$ cat src/sv/lafsi_ram.sv
// Generic single write port, single read port RAM with registered read data.
`default_nettype none

module lafsi_ram #(
	parameter int WIDTH = 16,
	parameter int DEPTH = 64
) (
	input  wire logic                                   clk,
	input  wire logic                                   we,
	input  wire logic [(DEPTH > 1 ? $clog2(DEPTH) : 1)-1:0] waddr,
	input  wire logic [WIDTH-1:0]                       wdata,
	input  wire logic [(DEPTH > 1 ? $clog2(DEPTH) : 1)-1:0] raddr,
	output logic      [WIDTH-1:0]                       rdata
);

	logic [WIDTH-1:0] mem_q [DEPTH];

	always_ff @(posedge clk) begin
		if (we) begin
			mem_q[waddr] <= wdata;
		end
		rdata <= mem_q[raddr];
	end

endmodule

`default_nettype wire

$ cat config.mk
export PLATFORM = sky130hd
export DESIGN_NAME = lafsi_ram
export DESIGN_NICKNAME = d
export VERILOG_FILES = /design/src/sv/lafsi_ram.sv
export SDC_FILE = /design/constraint.sdc
export NUM_CORES = 1
export LEC_CHECK = 0
export ABC_CLOCK_PERIOD_IN_PS = 2800
export BUFFER_PORTS_ARGS = -buffer_cell sky130_fd_sc_hd__clkbuf_2
export CORE_MARGIN = 2
export CORE_UTILIZATION = 56
export CTS_CLUSTER_DIAMETER = 150
export DETAILED_ROUTE_END_ITERATION = 8
export GPL_TIMING_DRIVEN = 0
export MAX_ROUTING_LAYER = met4
export PLACE_DENSITY = 0.87
export SLEW_MARGIN = 20
export SYNTH_ARGS = -nofsm -noshare
export SYNTH_HDL_FRONTEND = slang
export SYNTH_SLANG_ARGS = --single-unit
$ cat constraint.sdc
create_clock -name clk -period 2.8 [get_ports clk]
set_clock_uncertainty 0.1 [all_clocks]
set_input_delay 0.56 -clock clk [delete_from_list [all_inputs] [get_ports clk]]
set_output_delay 0.56 -clock clk [all_outputs]
set_load 0.01 [all_outputs]
==> flow_metrics.py <==
metrics = {
    "status": {
        "run_status": "finished, violations left",
        "violations": "design-rule violations, negative setup slack",
    },
    "drt": {
        "wl_mm": 107.5,
        "avgViaCountPerCell": 6.995,
        "wl_per_cell_um": 35.40,
        "dr_total_vias": 21250,
        "ant_nets": 0,
        "drt_iter0_markers": 3759,
        "remaining_drc_errors": 1,
        "dr.pass1.iters": 9,
    },
    "timing": {
        "setup_tns_ns": -0.4325,
        "final_max_slew_viol_count": 0,
        "hold_viol_final": 0,
        "tightest_slew_ns": 1.086,
        "whs_ns": 0.5007,
        "fin_crit_ns": 2.922,
        "fmax_mhz": 342.3,
        "setup_slack_ns": -0.1218,
        "setup_viol": 18,
        "period_share_pct": 104.4,
        "rsz0062_at_grt": "true",
        "maxSlewHeadroom_pct": 27.52,
    },
    "final_layout": {
        "areaGrowthSynthToFinish_pct": 12.86,
        "layout_common_cells": "edfxtp_1, mux4_2, clkbuf_16",
        "final_common_cell": "edfxtp_1",
        "utilization_pct": 63.54,
        "final_area_sq_um": 45190,
        "drive_gt1_share_pct": 29.79,
        "final.fill_count": 4284,
        "stdcell_count": 3038,
        "nets": 2028,
    },
    "global_route": {
        "grt_max_degree": 65,
        "antenna_found_initial": 10,
        "overflow": 0,
        "grt_use_total_pct": 30.30,
        "grt_first_pass_wirelength_mm": 152.5,
        "grt_pass1_vias": 21318,
    },
    "yosys": {
        "async_reset_ff_share_pct": 0,
        "synth_top_cell_area_share_pct": 76.79,
        "ys_types": 43,
        "syn_area_per_cell_sq_um": 21.89,
        "ys_ff_latch": 1040,
        "synth_area_sq_um": 40040,
        "synth_top_area_cell": "edfxtp_1",
        "synth-edff-count": 1024,
        "synth_ff_type": "edfxtp_1",
        "synthCells": 1829,
        "yosysWarningCount": 0,
        "synth_nets": 1859,
        "seq_area_frac_synth_pct": 77.59,
        "synth_area_leaders": "edfxtp_1, mux4_2, mux2i_1",
    },
    "clocking": {
        "clk_path_buf_depth": 3,
        "clk_latency_ns": 0.68,
        "cts_root_buf": "clkbuf_16",
        "h-tree-depth": 3,
        "hold_buffers": 0,
        "path_clk_slew_ns": 0.06,
        "cts_made_buffers": 96,
        "cts_tree": "built",
        "clock-sinks": 1040,
    },
    "worst_setup_path": {
        "cp_cell_sequence": "clkbuf_2, buf_4, buf_4, buf_2, mux2i_1, a22oi_1, a31oi_1, a311oi_1",
        "cp_num_buf_inv": 4,
        "cp.arrival_ns": 3.32,
        "end_kind": "flop",
        "critPathMaxStageDelay_ns": 0.65,
        "slowest_stage": "a31oi_1",
        "crit_path_frequent_cell": "buf_4",
        "cp_top_family": "buffers and inverters",
        "crit_path_max_fanout": 10,
        "critPathKind": "primary input to flop",
        "start_kind": "primary input",
        "required_ns": 3.20,
    },
    "floorplan": {
        "die_h_um": 271.4,
        "initial_core_util_pct": 56.30,
        "die_width_um": 271.4,
        "die-area_sq_um": 73660,
        "rows": 98,
        "pin_count": 46,
        "core_sq_um": 71120,
    },
    "flow_run": {
        "max-cap-violations": 0,
    },
    "power": {
        "ir_drop_mv": 0.5049,
        "power_density_nw_per_um2": 705.0,
        "p_leak_nw": 14.23,
        "power_mw": 31.86,
    },
    "worst_hold_path": {
        "hp-class": "primary input to flop",
    },
    "placement": {
        "dp_slack_ns": -0.5506,
        "dp.cells": 2851,
        "place_area_sq_um": 42090,
        "place_congestion": 0.9550,
        "io_buffers": 38,
        "dp_hpwl_mm": 63.08,
    },
}
==> routing by layer <==
metal	global-route usage [%]	wire length, um	part of all wire [%]	vias to the layer above
met3	9.580	15250	14	500
li1	-	-	-	8020
met1	36.49	34070	32	10656
met4	16.45	7308	6.8	0
met5	-	0	0	-
met2	46.00	50920	47	2074
==> worst min-delay path, stage by stage <==
cell and delay (ns):
clkbuf_1 0.21, nand2b_1 0.20, nor2_2 0.11
==> kinds of logic after synthesis <==
group | after synthesis | synth area share (%)
buf+inv | 104 | 1.831
compound gates | 129 | 2.409
flops | 1040 | 77.59
simple gates | 220 | 2.647
mux | 336 | 15.52
==> Yosys cell counts (all sizes together) (2+ instances only) <==
master and count:
nand2 60, mux2 27, a22oi 39, a211oi 8, a41oi 5, a31oi 8, buf 77, mux2i 85
and4 5, nand3 24, a21oi 17, o21ai 8, a211o 8, nand2b 3, nand3b 2, nor4 3
nand4 12, a221oi 16, edfxtp 1024, dfxtp 16, and2 2, a221o 6, a311oi 8, mux4 224
a22o 6, nor2b 30, nor2 74, nor3 2, clkbuf 27
==> registers in the layout, indices dropped and copies added, names as in the netlist <==
register	flops
rdata	16
mem_q	1024
==> power breakdown <==
| part | leakage [nW] | internal (mW) | total, mW | switching (mW) |
|---|---|---|---|---|
| clock | 1.49 | 7.06 | 12.8 | 5.70 |
| sequential | 9.35 | 17.2 | 17.3 | 0.0405 |
| combinational | 3.39 | 0.606 | 1.83 | 1.22 |
| total | 14.2 | 24.9 | 31.9 | 6.96 |
==> final cells by class <==
cell class              count  area (sq um)  share of cell area [%]
multi-input cells         685          8457                   18.71
clock buffers             120          2606                   5.767
diodes                     10         25.02                 0.05537
clock inverters            58         421.7                  0.9330
flip-flops and latches   1040         31070                   68.75
plain buffers             103         732.0                   1.620
repair buffers             72         691.9                   1.531
well taps                 950          1189                   2.630
==> worst paths after layout <==
path / cells after the start / startpoint / slack (ns) / to
max: 8 / raddr[1] / -0.12 / rdata[9]
min: 3 / waddr[1] / 0.50 / mem_q[50][2]
max reg2reg: 5 / mem_q[18][9] / 0.24 / rdata[9]
min reg2reg: 4 / mem_q[38][14] / 0.92 / rdata[14]
==> repair_timing <==
item | 4_1_cts | 5_1_grt
buffers inserted | 0 | 0
resized for setup | 0 | 11
setup endpoints to repair | 0 | 57
No activity file was read; power rests on OpenSTA's default activity.
